File: src/rtl/core/wsrl_pkg.sv
// Types and constants shared by the windowed send-rate limiter modules.
package wsrl_pkg;

  localparam int unsigned RATE_W    = 20;
  localparam int unsigned BYTES_W   = 16;
  localparam int unsigned TIME_W    = 32;
  localparam int unsigned TOTAL_W   = 19;
  localparam int unsigned DELTA_W   = 26;
  localparam int unsigned COUNT_W   = 32;
  localparam int unsigned ALU_W     = 32;
  localparam int unsigned DIV_STEPS = 26;
  localparam int unsigned DIV_CNT_W = 5;

  localparam logic [DELTA_W-1:0] MS_PER_SECOND = 26'd1000;

  typedef enum logic [1:0] {
    OP_RATE_CHECK  = 2'd0,
    OP_RECORD_SEND = 2'd1,
    OP_ADVANCE     = 2'd2,
    OP_PACE_QUERY  = 2'd3
  } op_e;

  typedef enum logic [6:0] {
    ST_IDLE = 7'b0000001,
    ST_SUM  = 7'b0000010,
    ST_CMP  = 7'b0000100,
    ST_DIV  = 7'b0001000,
    ST_DIFF = 7'b0010000,
    ST_PACE = 7'b0100000,
    ST_FIN  = 7'b1000000
  } state_e;

  typedef struct packed {
    logic [1:0]         operation;
    logic [BYTES_W-1:0] sent_bytes;
    logic [TIME_W-1:0]  now_ms;
    logic               is_spawned;
  } in_item_t;

  typedef struct packed {
    logic               suppressed;
    logic [TOTAL_W-1:0] window_total;
    logic               ready_res;
    logic [DELTA_W-1:0] pacing_delay;
    logic [COUNT_W-1:0] suppress_total;
    logic [COUNT_W-1:0] frame_count;
  } out_item_t;

  typedef struct packed {
    logic             sub;
    logic [ALU_W-1:0] a;
    logic [ALU_W-1:0] b;
  } alu_req_t;

  typedef struct packed {
    logic [ALU_W-1:0] res;
    logic             carry;
  } alu_rsp_t;

endpackage

File: src/rtl/core/wsrl_alu.sv
// Shared add and subtract unit; on subtraction the carry is set when a is at least b.
module wsrl_alu
  import wsrl_pkg::*;
(
  input  alu_req_t req_i,
  output alu_rsp_t rsp_o
);

  logic [ALU_W:0] sum;

  assign sum = {1'b0, req_i.a} + {1'b0, req_i.b ^ {ALU_W{req_i.sub}}}
             + {{ALU_W{1'b0}}, req_i.sub};

  assign rsp_o.res   = sum[ALU_W-1:0];
  assign rsp_o.carry = sum[ALU_W];

endmodule

File: src/rtl/core/wsrl_ring.sv
// Ring of recent frame sizes with per-entry valid bits and a registered read port.
module wsrl_ring
  import wsrl_pkg::*;
#(
  parameter int unsigned WINDOW = 8,
  parameter int unsigned IDX_W  = (WINDOW > 1) ? $clog2(WINDOW) : 1
) (
  input  logic               clk_i,
  input  logic               rst_ni,
  input  logic               wr_en_i,
  input  logic [IDX_W-1:0]   wr_addr_i,
  input  logic [BYTES_W-1:0] wr_data_i,
  input  logic               rd_en_i,
  input  logic [IDX_W-1:0]   rd_addr_i,
  output logic [BYTES_W-1:0] rd_data_o
);

  logic [BYTES_W-1:0] mem [WINDOW];
  logic [WINDOW-1:0]  valid_q;
  logic [BYTES_W-1:0] rd_q;
  logic               rd_vld_q;

  always_ff @(posedge clk_i) begin
    if (wr_en_i) begin
      mem[wr_addr_i] <= wr_data_i;
    end
    if (rd_en_i) begin
      rd_q <= mem[rd_addr_i];
    end
  end

  always_ff @(posedge clk_i or negedge rst_ni) begin
    if (!rst_ni) begin
      valid_q  <= '0;
      rd_vld_q <= 1'b0;
    end else begin
      if (wr_en_i) begin
        valid_q[wr_addr_i] <= 1'b1;
      end
      if (rd_en_i) begin
        rd_vld_q <= valid_q[rd_addr_i];
      end
    end
  end

  assign rd_data_o = rd_vld_q ? rd_q : '0;

endmodule

File: src/rtl/core/windowed_send_rate_limiter.sv
// Top level of the windowed send-rate limiter: sequencer, state and output register.
//
//  Channel  Direction  Handshake               Payload
//  in       input      in_valid_i / in_stall_o  in_data_i (in_item_t)
//  out      output     out_valid_o / out_stall_i out_data_o (out_item_t)
//  cfg      input      cfg_we_i                 cfg_wdata_i (byte rate)
//
// A rate check reads the ring and adds it into the sum one entry a cycle, then compares
// the sum with the rate. A record send with a nonzero rate runs the 26-step restoring
// division; an advance goes straight to finish and a pacing query through DIFF and PACE.
// Reset clears the ring valid bits, all counters, the rate and the output valid flag at once.
// A finished result waits in the output register while the next transaction is taken;
// the sequencer holds its last state only if that register is still occupied and stalled.
module windowed_send_rate_limiter
  import wsrl_pkg::*;
#(
  parameter int unsigned WINDOW = 8
) (
  input  logic              clk_i,
  input  logic              rst_ni,
  input  logic              cfg_we_i,
  input  logic [RATE_W-1:0] cfg_wdata_i,
  input  logic              in_valid_i,
  output logic              in_stall_o,
  input  in_item_t          in_data_i,
  output logic              out_valid_o,
  input  logic              out_stall_i,
  output out_item_t         out_data_o
);

  localparam int unsigned IDX_W = (WINDOW > 1) ? $clog2(WINDOW) : 1;
  localparam int unsigned CNT_W = $clog2(WINDOW + 1);
  localparam int unsigned SUM_W = BYTES_W + CNT_W;
  localparam int unsigned EXT_W = SUM_W + TOTAL_W;

  state_e               state_q, state_d;
  logic [CNT_W-1:0]     cnt_q, cnt_d;
  logic [SUM_W-1:0]     acc_q, acc_d;
  logic [RATE_W-1:0]    rem_q, rem_d;
  logic [DELTA_W-1:0]   quo_q, quo_d;
  logic [DIV_CNT_W-1:0] div_cnt_q, div_cnt_d;
  logic [TIME_W-1:0]    now_q, now_d;
  logic [TIME_W-1:0]    diff_q, diff_d;
  logic                 sup_q, sup_d;
  logic                 ready_q, ready_d;

  logic [RATE_W-1:0]    rate_q;
  logic [COUNT_W-1:0]   frame_q, frame_d;
  logic [IDX_W-1:0]     slot_q, slot_d;
  logic [TIME_W-1:0]    last_q, last_d;
  logic [DELTA_W-1:0]   delta_q, delta_d;
  logic [COUNT_W-1:0]   supp_q, supp_d;

  out_item_t            out_q, out_d;
  logic                 out_valid_q, out_valid_d;

  alu_req_t             alu_req;
  alu_rsp_t             alu_rsp;
  logic                 ring_wr_en;
  logic [IDX_W-1:0]     ring_wr_addr;
  logic [BYTES_W-1:0]   ring_wr_data;
  logic                 ring_rd_en;
  logic [IDX_W-1:0]     ring_rd_addr;
  logic [BYTES_W-1:0]   ring_rd_data;

  logic                 in_fire;
  logic [EXT_W-1:0]     total_ext;
  logic [RATE_W:0]      div_shift;

  wsrl_alu u_alu (
    .req_i (alu_req),
    .rsp_o (alu_rsp)
  );

  wsrl_ring #(
    .WINDOW (WINDOW),
    .IDX_W  (IDX_W)
  ) u_ring (
    .clk_i     (clk_i),
    .rst_ni    (rst_ni),
    .wr_en_i   (ring_wr_en),
    .wr_addr_i (ring_wr_addr),
    .wr_data_i (ring_wr_data),
    .rd_en_i   (ring_rd_en),
    .rd_addr_i (ring_rd_addr),
    .rd_data_o (ring_rd_data)
  );

  assign in_stall_o = (state_q != ST_IDLE);
  assign in_fire    = in_valid_i && !in_stall_o;
  assign total_ext  = EXT_W'(acc_q);
  assign div_shift  = {rem_q, quo_q[DELTA_W-1]};

  always_comb begin
    state_d      = state_q;
    cnt_d        = cnt_q;
    acc_d        = acc_q;
    rem_d        = rem_q;
    quo_d        = quo_q;
    div_cnt_d    = div_cnt_q;
    now_d        = now_q;
    diff_d       = diff_q;
    sup_d        = sup_q;
    ready_d      = ready_q;
    frame_d      = frame_q;
    slot_d       = slot_q;
    last_d       = last_q;
    delta_d      = delta_q;
    supp_d       = supp_q;
    out_d        = out_q;
    out_valid_d  = out_valid_q;
    alu_req      = '0;
    ring_wr_en   = 1'b0;
    ring_wr_addr = slot_q;
    ring_wr_data = '0;
    ring_rd_en   = 1'b0;
    ring_rd_addr = cnt_q[IDX_W-1:0];

    if (out_valid_q && !out_stall_i) begin
      out_valid_d = 1'b0;
    end

    unique case (state_q)
      ST_IDLE: begin
        if (in_fire) begin
          sup_d   = 1'b0;
          ready_d = 1'b0;
          acc_d   = '0;
          cnt_d   = '0;
          unique case (op_e'(in_data_i.operation))
            OP_RATE_CHECK: begin
              state_d = ST_SUM;
            end
            OP_RECORD_SEND: begin
              last_d = in_data_i.now_ms;
              if (rate_q == '0) begin
                delta_d = '0;
                state_d = ST_FIN;
              end else begin
                ring_wr_en   = in_data_i.is_spawned;
                ring_wr_data = in_data_i.sent_bytes;
                quo_d        = DELTA_W'(in_data_i.sent_bytes) * MS_PER_SECOND;
                rem_d        = '0;
                div_cnt_d    = DIV_CNT_W'(DIV_STEPS - 1);
                state_d      = ST_DIV;
              end
            end
            OP_ADVANCE: begin
              frame_d = frame_q + COUNT_W'(1);
              slot_d  = ((slot_q == IDX_W'(WINDOW - 1)) || (frame_q == '1)) ?
                        '0 : slot_q + IDX_W'(1);
              state_d = ST_FIN;
            end
            OP_PACE_QUERY: begin
              now_d   = in_data_i.now_ms;
              state_d = ST_DIFF;
            end
            default: begin
              state_d = ST_FIN;
            end
          endcase
        end
      end
      ST_SUM: begin
        if (cnt_q != CNT_W'(WINDOW)) begin
          ring_rd_en = 1'b1;
        end
        if (cnt_q != '0) begin
          alu_req.a = ALU_W'(acc_q);
          alu_req.b = ALU_W'(ring_rd_data);
          acc_d     = alu_rsp.res[SUM_W-1:0];
        end
        cnt_d = cnt_q + CNT_W'(1);
        if (cnt_q == CNT_W'(WINDOW)) begin
          state_d = ST_CMP;
        end
      end
      ST_CMP: begin
        alu_req.sub = 1'b1;
        alu_req.a   = ALU_W'(rate_q);
        alu_req.b   = ALU_W'(acc_q);
        if ((rate_q != '0) && !alu_rsp.carry) begin
          sup_d      = 1'b1;
          supp_d     = supp_q + COUNT_W'(1);
          ring_wr_en = 1'b1;
        end
        state_d = ST_FIN;
      end
      ST_DIV: begin
        alu_req.sub = 1'b1;
        alu_req.a   = ALU_W'(div_shift);
        alu_req.b   = ALU_W'(rate_q);
        rem_d       = alu_rsp.carry ? alu_rsp.res[RATE_W-1:0] : div_shift[RATE_W-1:0];
        quo_d       = {quo_q[DELTA_W-2:0], alu_rsp.carry};
        if (div_cnt_q == '0) begin
          delta_d = {quo_q[DELTA_W-2:0], alu_rsp.carry};
          state_d = ST_FIN;
        end else begin
          div_cnt_d = div_cnt_q - DIV_CNT_W'(1);
        end
      end
      ST_DIFF: begin
        alu_req.sub = 1'b1;
        alu_req.a   = now_q;
        alu_req.b   = last_q;
        diff_d      = alu_rsp.res;
        state_d     = ST_PACE;
      end
      ST_PACE: begin
        alu_req.sub = 1'b1;
        alu_req.a   = diff_q;
        alu_req.b   = ALU_W'(delta_q);
        ready_d     = alu_rsp.carry;
        state_d     = ST_FIN;
      end
      ST_FIN: begin
        if (!out_valid_q || !out_stall_i) begin
          out_d.suppressed     = sup_q;
          out_d.window_total   = total_ext[TOTAL_W-1:0];
          out_d.ready_res      = ready_q;
          out_d.pacing_delay   = delta_q;
          out_d.suppress_total = supp_q;
          out_d.frame_count    = frame_q;
          out_valid_d          = 1'b1;
          state_d              = ST_IDLE;
        end
      end
      default: begin
        state_d = ST_IDLE;
      end
    endcase
  end

  always_ff @(posedge clk_i or negedge rst_ni) begin
    if (!rst_ni) begin
      state_q     <= ST_IDLE;
      cnt_q       <= '0;
      div_cnt_q   <= '0;
      rate_q      <= '0;
      frame_q     <= '0;
      slot_q      <= '0;
      last_q      <= '0;
      delta_q     <= '0;
      supp_q      <= '0;
      out_valid_q <= 1'b0;
    end else begin
      state_q     <= state_d;
      cnt_q       <= cnt_d;
      div_cnt_q   <= div_cnt_d;
      frame_q     <= frame_d;
      slot_q      <= slot_d;
      last_q      <= last_d;
      delta_q     <= delta_d;
      supp_q      <= supp_d;
      out_valid_q <= out_valid_d;
      if (cfg_we_i) begin
        rate_q <= cfg_wdata_i;
      end
    end
  end

  always_ff @(posedge clk_i) begin
    acc_q   <= acc_d;
    rem_q   <= rem_d;
    quo_q   <= quo_d;
    now_q   <= now_d;
    diff_q  <= diff_d;
    sup_q   <= sup_d;
    ready_q <= ready_d;
    out_q   <= out_d;
  end

  assign out_valid_o = out_valid_q;
  assign out_data_o  = out_q;

  a_advance_counts: assert property (@(posedge clk_i) disable iff (!rst_ni)
    in_fire && (op_e'(in_data_i.operation) == OP_ADVANCE)
      |=> frame_q == $past(frame_q) + COUNT_W'(1))
    else $error("advance transaction did not step the frame number");

  a_slot_in_range: assert property (@(posedge clk_i) disable iff (!rst_ni)
    32'(slot_q) < WINDOW)
    else $error("ring slot pointer beyond the window");

  a_supp_from_cmp: assert property (@(posedge clk_i) disable iff (!rst_ni)
    (supp_q != $past(supp_q)) |-> ($past(state_q) == ST_CMP))
    else $error("suppression count changed outside the rate compare step");

endmodule
File: config.mk
export PLATFORM = sky130hd
export DESIGN_NAME = windowed_send_rate_limiter
export DESIGN_NICKNAME = d
export VERILOG_FILES = /design/src/rtl/core/wsrl_pkg.sv /design/src/rtl/core/wsrl_alu.sv /design/src/rtl/core/wsrl_ring.sv /design/src/rtl/core/windowed_send_rate_limiter.sv
export SDC_FILE = /design/constraint.sdc
export NUM_CORES = 1
export LEC_CHECK = 0
export BUFFER_PORTS_ARGS = -buffer_cell sky130_fd_sc_hd__buf_4
export CAP_MARGIN = 25
export CORE_ASPECT_RATIO = 0.6
export CORE_MARGIN = 2
export CORE_UTILIZATION = 56
export DETAILED_ROUTE_END_ITERATION = 10
export PLACE_DENSITY = 0.83
export SYNTH_ARGS = -nofsm -noshare
export SYNTH_HDL_FRONTEND = slang
export SYNTH_SLANG_ARGS = --single-unit
File: constraint.sdc
create_clock -name clk_i -period 8.7 [get_ports clk_i]
set_clock_uncertainty 0.2 [all_clocks]
set_input_delay 0.435 -clock clk_i [delete_from_list [all_inputs] [get_ports clk_i]]
set_output_delay 0.435 -clock clk_i [all_outputs]
set_load 0.02 [all_outputs]
# Yosys cells after proc, flatten, opt, wreduce, memory -nomap -nowiden
# Memory sizes are Yosys's and may differ from the RTL's. A register that Yosys moved wholly into a read port is not among the register bits.
# Index checks and enable logic that the tools add are counted.
# word_totals
reg_bits	414
ram_bits	128
word_cells	158
n_memories	1
# classes
add_sub_neg	7
n_mul	1
n_lt_le_gt_ge	3
n_eq_ne	25
muxes	60
n_bitwise	2
reduce_logical	34
# mem_list
memory	words	word_bits	rd	rd_clocked_by_memory_dff	write_ports	line_no	text
u_ring.mem	8	16	1	1	1	wsrl_ring.sv:18	logic [BYTES_W-1:0] mem [WINDOW];
# op_table
operator	n
$pmux 64 s5	1
$mux 26	7
$mux 20	6
$pmux 26 s2	2
$mux 16	5
$pmux 20 s2	2
$add 32x1->32 const B	2
$mux 52	1
$pmux 7 s6	1
$mux 7	5
$add 32x32->33	1
$add 33x1->33	1
$eq 32x32->1 const B	1
$xor 32x32->32	1
$pmux 7 s4	1
$mul 16x7->23 const B	1
$logic_not 20->1	1
$mux 5	4
$reduce_bool 20->1	1
$ne 2x2->1 const B	9
$mux 1	16
$reduce_and 3->1	5
$pmux 5 s2	1
$reduce_and 5->1	2
37 further kinds	55

# Depth between registers and ports, before layout
# depth
word_depth	12
depth_mapped	24
mapped_depth_nobuf	19

# Modules after synthesis
# From an unflattened synthesis, not the netlist that was laid out.
# hier_totals
cells_unflattened	2013
hier_area_um2	27323.7
# modules_own_cells
module	instances	cells_per_inst	area_per_inst_um2	seq_area_each_um2
windowed_send_rate_limiter	1	1464	19215.9	11352.1
wsrl_ring	1	256	5944.5	4549.4
wsrl_alu	1	293	2163.3	0.0

# Worst setup path before layout
# No wires, ideal clock.
# synth_path
path_kind	reg2reg
startpoint	register state_q[3]
endpoint	register out_q, in the netlist out_data_o[0], enable pin
arrival_ps	7046
path_slack_ps	836
stages_incl_launch_ff	5
n_path_buf	1
path_cell_list	dfrtp_1 -> or4_4 -> buf_6 -> or4b_2 -> a21oi_1
# synth_via
elab_chain_len	2
# synth_rtl
item	line_no	text
start, declared	windowed_send_rate_limiter.sv:36	state_e state_q, state_d;
start signal, assigned	windowed_send_rate_limiter.sv:247	state_q <= state_d;
$eq 7x7->1	windowed_send_rate_limiter.sv:123	unique case (state_q)
$reduce_and 2->1 (no source line)	n/a	
end signal, assigned	windowed_send_rate_limiter.sv:270	out_q <= out_d;
end, declared	windowed_send_rate_limiter.sv:54	out_item_t out_q, out_d;
# No other way between the ends.
# A chain may end at the register's enable or synchronous reset.

# Worst setup path after layout
# layout_path
startpoint	register state_q[6]
endpoint	memory u_ring.mem[2][10], enable pin
# layout_via
elab_chain_len	12
elab_cells_between_ends	22
classes_between	add/sub: 2; eq/ne: 7; mux: 7; bitwise: 1; reduce/logical: 5
# layout_rtl
item	line_no	text
$eq 7x6->1, or another cell as far along	windowed_send_rate_limiter.sv:123	
$reduce_or 4->1 (no source line)	n/a	
$mux 1	windowed_send_rate_limiter.sv:123	
$xor 32x32->32	wsrl_alu.sv:11	assign sum = {1'b0, req_i.a} + {1'b0, req_i.b ^ {ALU_W{req_i.sub}}}
$add 32x32->33	wsrl_alu.sv:11	
$add 33x1->33	wsrl_alu.sv:12	+ {{ALU_W{1'b0}}, req_i.sub};
$logic_not 1->1	windowed_send_rate_limiter.sv:182	if ((rate_q != '0) && !alu_rsp.carry) begin
$logic_and 1x1->1	windowed_send_rate_limiter.sv:182	
$mux 1	windowed_send_rate_limiter.sv:182	
$pmux 1 s2 (*)	windowed_send_rate_limiter.sv:123	
$mux 1 (*)	wsrl_ring.sv:24	if (wr_en_i) begin
$mux 1 (implied by the code) (*)	wsrl_ring.sv:25	mem[wr_addr_i] <= wr_data_i;
end, declared	wsrl_ring.sv:18	
# Mark *: on every way between the ends. The rest lies on a longest branch, timed or not.

==> results by group <==
Placed design
  – Global placement routability congestion: 0.946
  – Post-DP HPWL: 45.9 mm
  – Number of port buffers: 188
  – Dpl ws: 2.00 ns
  – Placed cell area: 28,600 sq um

Worst setup path
  – Max incr delay on CP: 0.78 ns
  – Crit Path Class: reg -> reg
  – Endpoint class of the critical path: flop
  – Critical Path AT: 7.07 ns
  – Crit path required time: 8.78 ns
  – Crit-path cells: or3_1 > or3_1 > inv_1 > buf_4 > a22oi_1 > nand2_1 > a21oi_1 > ha_1 > or4_1 > nand4_1 > o2111ai_1 > and3_1 > o21a_1 > nand2b_1 > o2bb2a_1 > nor4b_2 > buf_4
  – Critical Path Fanout Max: 35
  – CP max stage cell: nor4b_2
  – Element type at the critical path start: flop

Synth
  – Post-synthesis register bit count: 558
  – Ys async rst share: 30.6%
  – Yosys warnings: 0
  – Mapped Nets: 2,203
  – Compound-gate portion of the synthesized area: 8.19%
  – Post-synthesis sequential area ratio: 60.3%
  – Syn avg cell area: 13.3 sq um
  – Simple logic cell fraction of the synthesized area: 9.73%
  – Top FF cell, synth: edfxtp_1
  – Post-synthesis xor/xnor area fraction: 3.82%
  – Post-synthesis adder-cell area fraction: 8.53%
  – Yosys top cell area share: 44.0%
  – Cell taking the most area after synthesis: edfxtp_1
  – Netlist Area Pre-Place: 26,400 sq um
  – Library cells used by synthesis: 73
  – Cells after Synth: 1,980
  – Number of enable flip-flop cells after synthesis: 387
  – Largest family of logic cells by synthesized area: simple AND/OR/NAND/NOR gates
  – Mux contribution to synthesized area: 6.73%
  – Top cells by area, synth: edfxtp_1 (44%), dfrtp_1 (16%), ha_1 (4.4%)

Global route
  – First-pass GRT wire length: 101 mm
  – Gr usage total: 27.2%
  – Initial antenna violation count: 4
  – Gr ovfl total: 0
  – Vias in the first global route: 17,319
  – Largest net degree at the start of global routing: 75

Routing
  – DRC viols: 0
  – Via/cell ratio: 6.09
  – Total number of vias: 17,709
  – TritonRoute pass-1 iters: 8
  – Iteration-0 DRC Markers: 2,335
  – Wirelength per Cell: 22.9 microns
  – DRT antenna net count: 0
  – Total routed wirelength: 66.6 mm

Floorplanning
  – Num ports: 189
  – Die Area: 48,900 sq um
  – Row count: 61
  – Chip height: 172 microns
  – Initial core utilization: 56.9%
  – Core area: 46,400 sq um
  – Die span in x: 284 microns

Final layout
  – Post-layout util: 66.4%
  – Layout area overhead: 16.7%
  – Share of layout cells above drive strength 1: 19.8%
  – Post-route cell area: 30,800 sq um
  – Final net count: 2,455

Run
  – Max-Cap Viols: 0

Timing
  – Worst setup margin: 1.71 ns
  – Final setup fails: 0
  – Final TNS setup: 0 ns
  – RSZ-0062 raised after global routing: no
  – Slew Viols, Final: 0
  – Max-slew headroom: 31.9%
  – Max Freq: 143 MHz
  – Final worst-path cycle share: 80.3%
  – Post-layout minimum cycle time: 6.99 ns
  – Hold Vio Cnt, Final: 0
  – Worst slew pin tran: 1.02 ns

Clocking
  – Post-CTS setup buffer count: 0
  – Worst-Skew Late Latency: 0.60 ns
  – CTS tree: yes
  – H-tree Lvls: 2
  – Clk sinks: 558
  – CTS clk-pin slew, worst paths: 0.06 ns
  – Clk root buf: clkbuf_16
  – CTS max path bufs: 3
  – Resize count post-CTS: 0
  – CTS buffer count: 51

Pwr
  – Total Power: 8.06 mW
  – Leakage: 12.4 nW
  – PD cells: 262 nW/um^2
  – Maximum VDD drop: 0.175 mV

Hold path
  – Worst hold-check path type: in -> reg

Outcome
  – Status: finished, final reports clean
==> area by class of cell <==
type,instances,area (sq um)
clock inverters,25,206
diodes,2,5.00
fillers,3218,15600
multi-input cells,1233,9840
clock buffers,70,1420
repair buffers,276,2220
inverters,112,420
flip-flops and latches,558,15900
well taps,630,788
==> sequential cells by signal, summed over array words and instances, names as in the netlist, 3 cells and up <==
name and count:
acc_q 20, cnt_q 4, delta_q 26, diff_q 32, div_cnt_q 5, frame_q 32
last_q 32, now_q 32, out_data_o 111, quo_q 26, rate_q 20, rem_q 20
ring_wr_addr 3, state_q 7, supp_q 32, u_ring.mem 128, u_ring.rd_q 16, u_ring.valid_q 8
==> cell families after synthesis <==
group | Yosys count
buffers and inverters | 189
AND/OR/NAND/NOR | 522
AO/OA/AOI/OAI | 323
multiplexers | 126
adder cells (fa/ha/maj) | 147
flip-flops | 558
XOR/XNOR | 115
==> what timing repair did <==
item / in CTS / in global routing
endpoints found under the setup margin: 0 / 0
endpoints found under the hold margin: 153 / 0
hold buffers: 57 / 0
==> where the power goes <==
part	internal [mW]	switching, mW	total, mW
combinational	0.941	1.33	2.28
sequential	3.33	0.252	3.58
clock	1.21	0.993	2.20
==> worst max-delay path, delay by kind of cell (launching register included) <==
kind	cells	cell delay (ns)
adders and majority gates	1	0.29
buffers and inverters	3	1.39
and+or+nand+nor	8	3.15
DFF	1	0.48
AOI/OAI and AO/OA	5	1.14
==> per-layer routing <==
metal	up-vias	track usage [%]	part of all wire (%)
met5	-	0.400	0.039
met4	4	7.55	2.3
met3	121	6.73	11
met2	1005	42.7	46
met1	8845	38.1	41
li1	7734	-	-
==> path summary, 6_finish.rpt <==
check                               from                 to  slack [ns]  cells after the start
setup reg to reg              state_q[6]  u_ring.mem[2][10]        1.71                     17
min in group asynchronous         rst_ni        frame_q[12]        0.20                      2
hold reg to reg                  ready_q     out_data_o[90]        0.24                      0
setup / recovery              state_q[6]  u_ring.mem[2][10]        1.71                     17
max in group asynchronous         rst_ni           cnt_q[0]        6.10                      4
hold / removal             in_data_i[33]           quo_q[3]        0.07                      3
==> cell usage in the layout (no fill, tap or decap), types with 7 or more instances in the layout <==
cell / synthesis / final
nand4_1: 14 / 14
mux2_2: 72 / 72
mux2i_1: 20 / 20
o21bai_1: 7 / 7
a22oi_1: 59 / 59
o21ai_0: 78 / 77
xor2_1: 55 / 55
clkinv_2: 0 / 14
ha_1: 92 / 92
dfrtp_1: 170 / 169
nand2_1: 183 / 182
a21o_1: 24 / 24
nand2b_1: 12 / 12
o21a_1: 14 / 14
edfxtp_1: 387 / 387
dlygate4sd3_1: 0 / 57
xnor2_1: 60 / 60
clkbuf_16: 0 / 51
clkbuf_8: 0 / 7
and2_1: 31 / 30
nand3_1: 49 / 49
nor3_1: 22 / 20
fa_1: 55 / 55
a222oi_1: 9 / 9
nor4_1: 13 / 12
nor2_1: 109 / 108
clkbuf_1: 58 / 12
or2_2: 13 / 13
nor2b_1: 11 / 11
a22o_1: 13 / 13
inv_1: 112 / 111
and3_1: 21 / 20
buf_4: 0 / 218
mux4_2: 34 / 34
nand3b_1: 10 / 10
a21oi_1: 62 / 61
==> cells in the mapped netlist (7+ instances only) <==
library cell  number
a21o_1            24
a21oi_1           62
a222oi_1           9
a22o_1            13
a22oi_1           59
and2_1            31
and3_1            21
buf_1             16
clkbuf_1          58
dfrtp_1          170
edfxtp_1         387
fa_1              55
ha_1              92
inv_1            112
mux2_2            72
mux2i_1           20
mux4_2            34
nand2_1          183
nand2b_1          12
nand3_1           49
nand3b_1          10
nand4_1           14
nor2_1           109
nor2b_1           11
nor3_1            22
nor4_1            13
o21a_1            14
o21ai_0           78
o21bai_1           7
or2_2             13
xnor2_1           60
xor2_1            55
==> through the flow <==
stage | hold slack [ns] | cells
floorplan | -0.0606 | 1980
global placement | 0.214 | 2752
detailed placement | 0.226 | 2752
CTS | 0.0558 | 2904
global route | 0.0803 | 2905
finish | 0.0680 | 2906
Power figures use the tool's default switching activity.
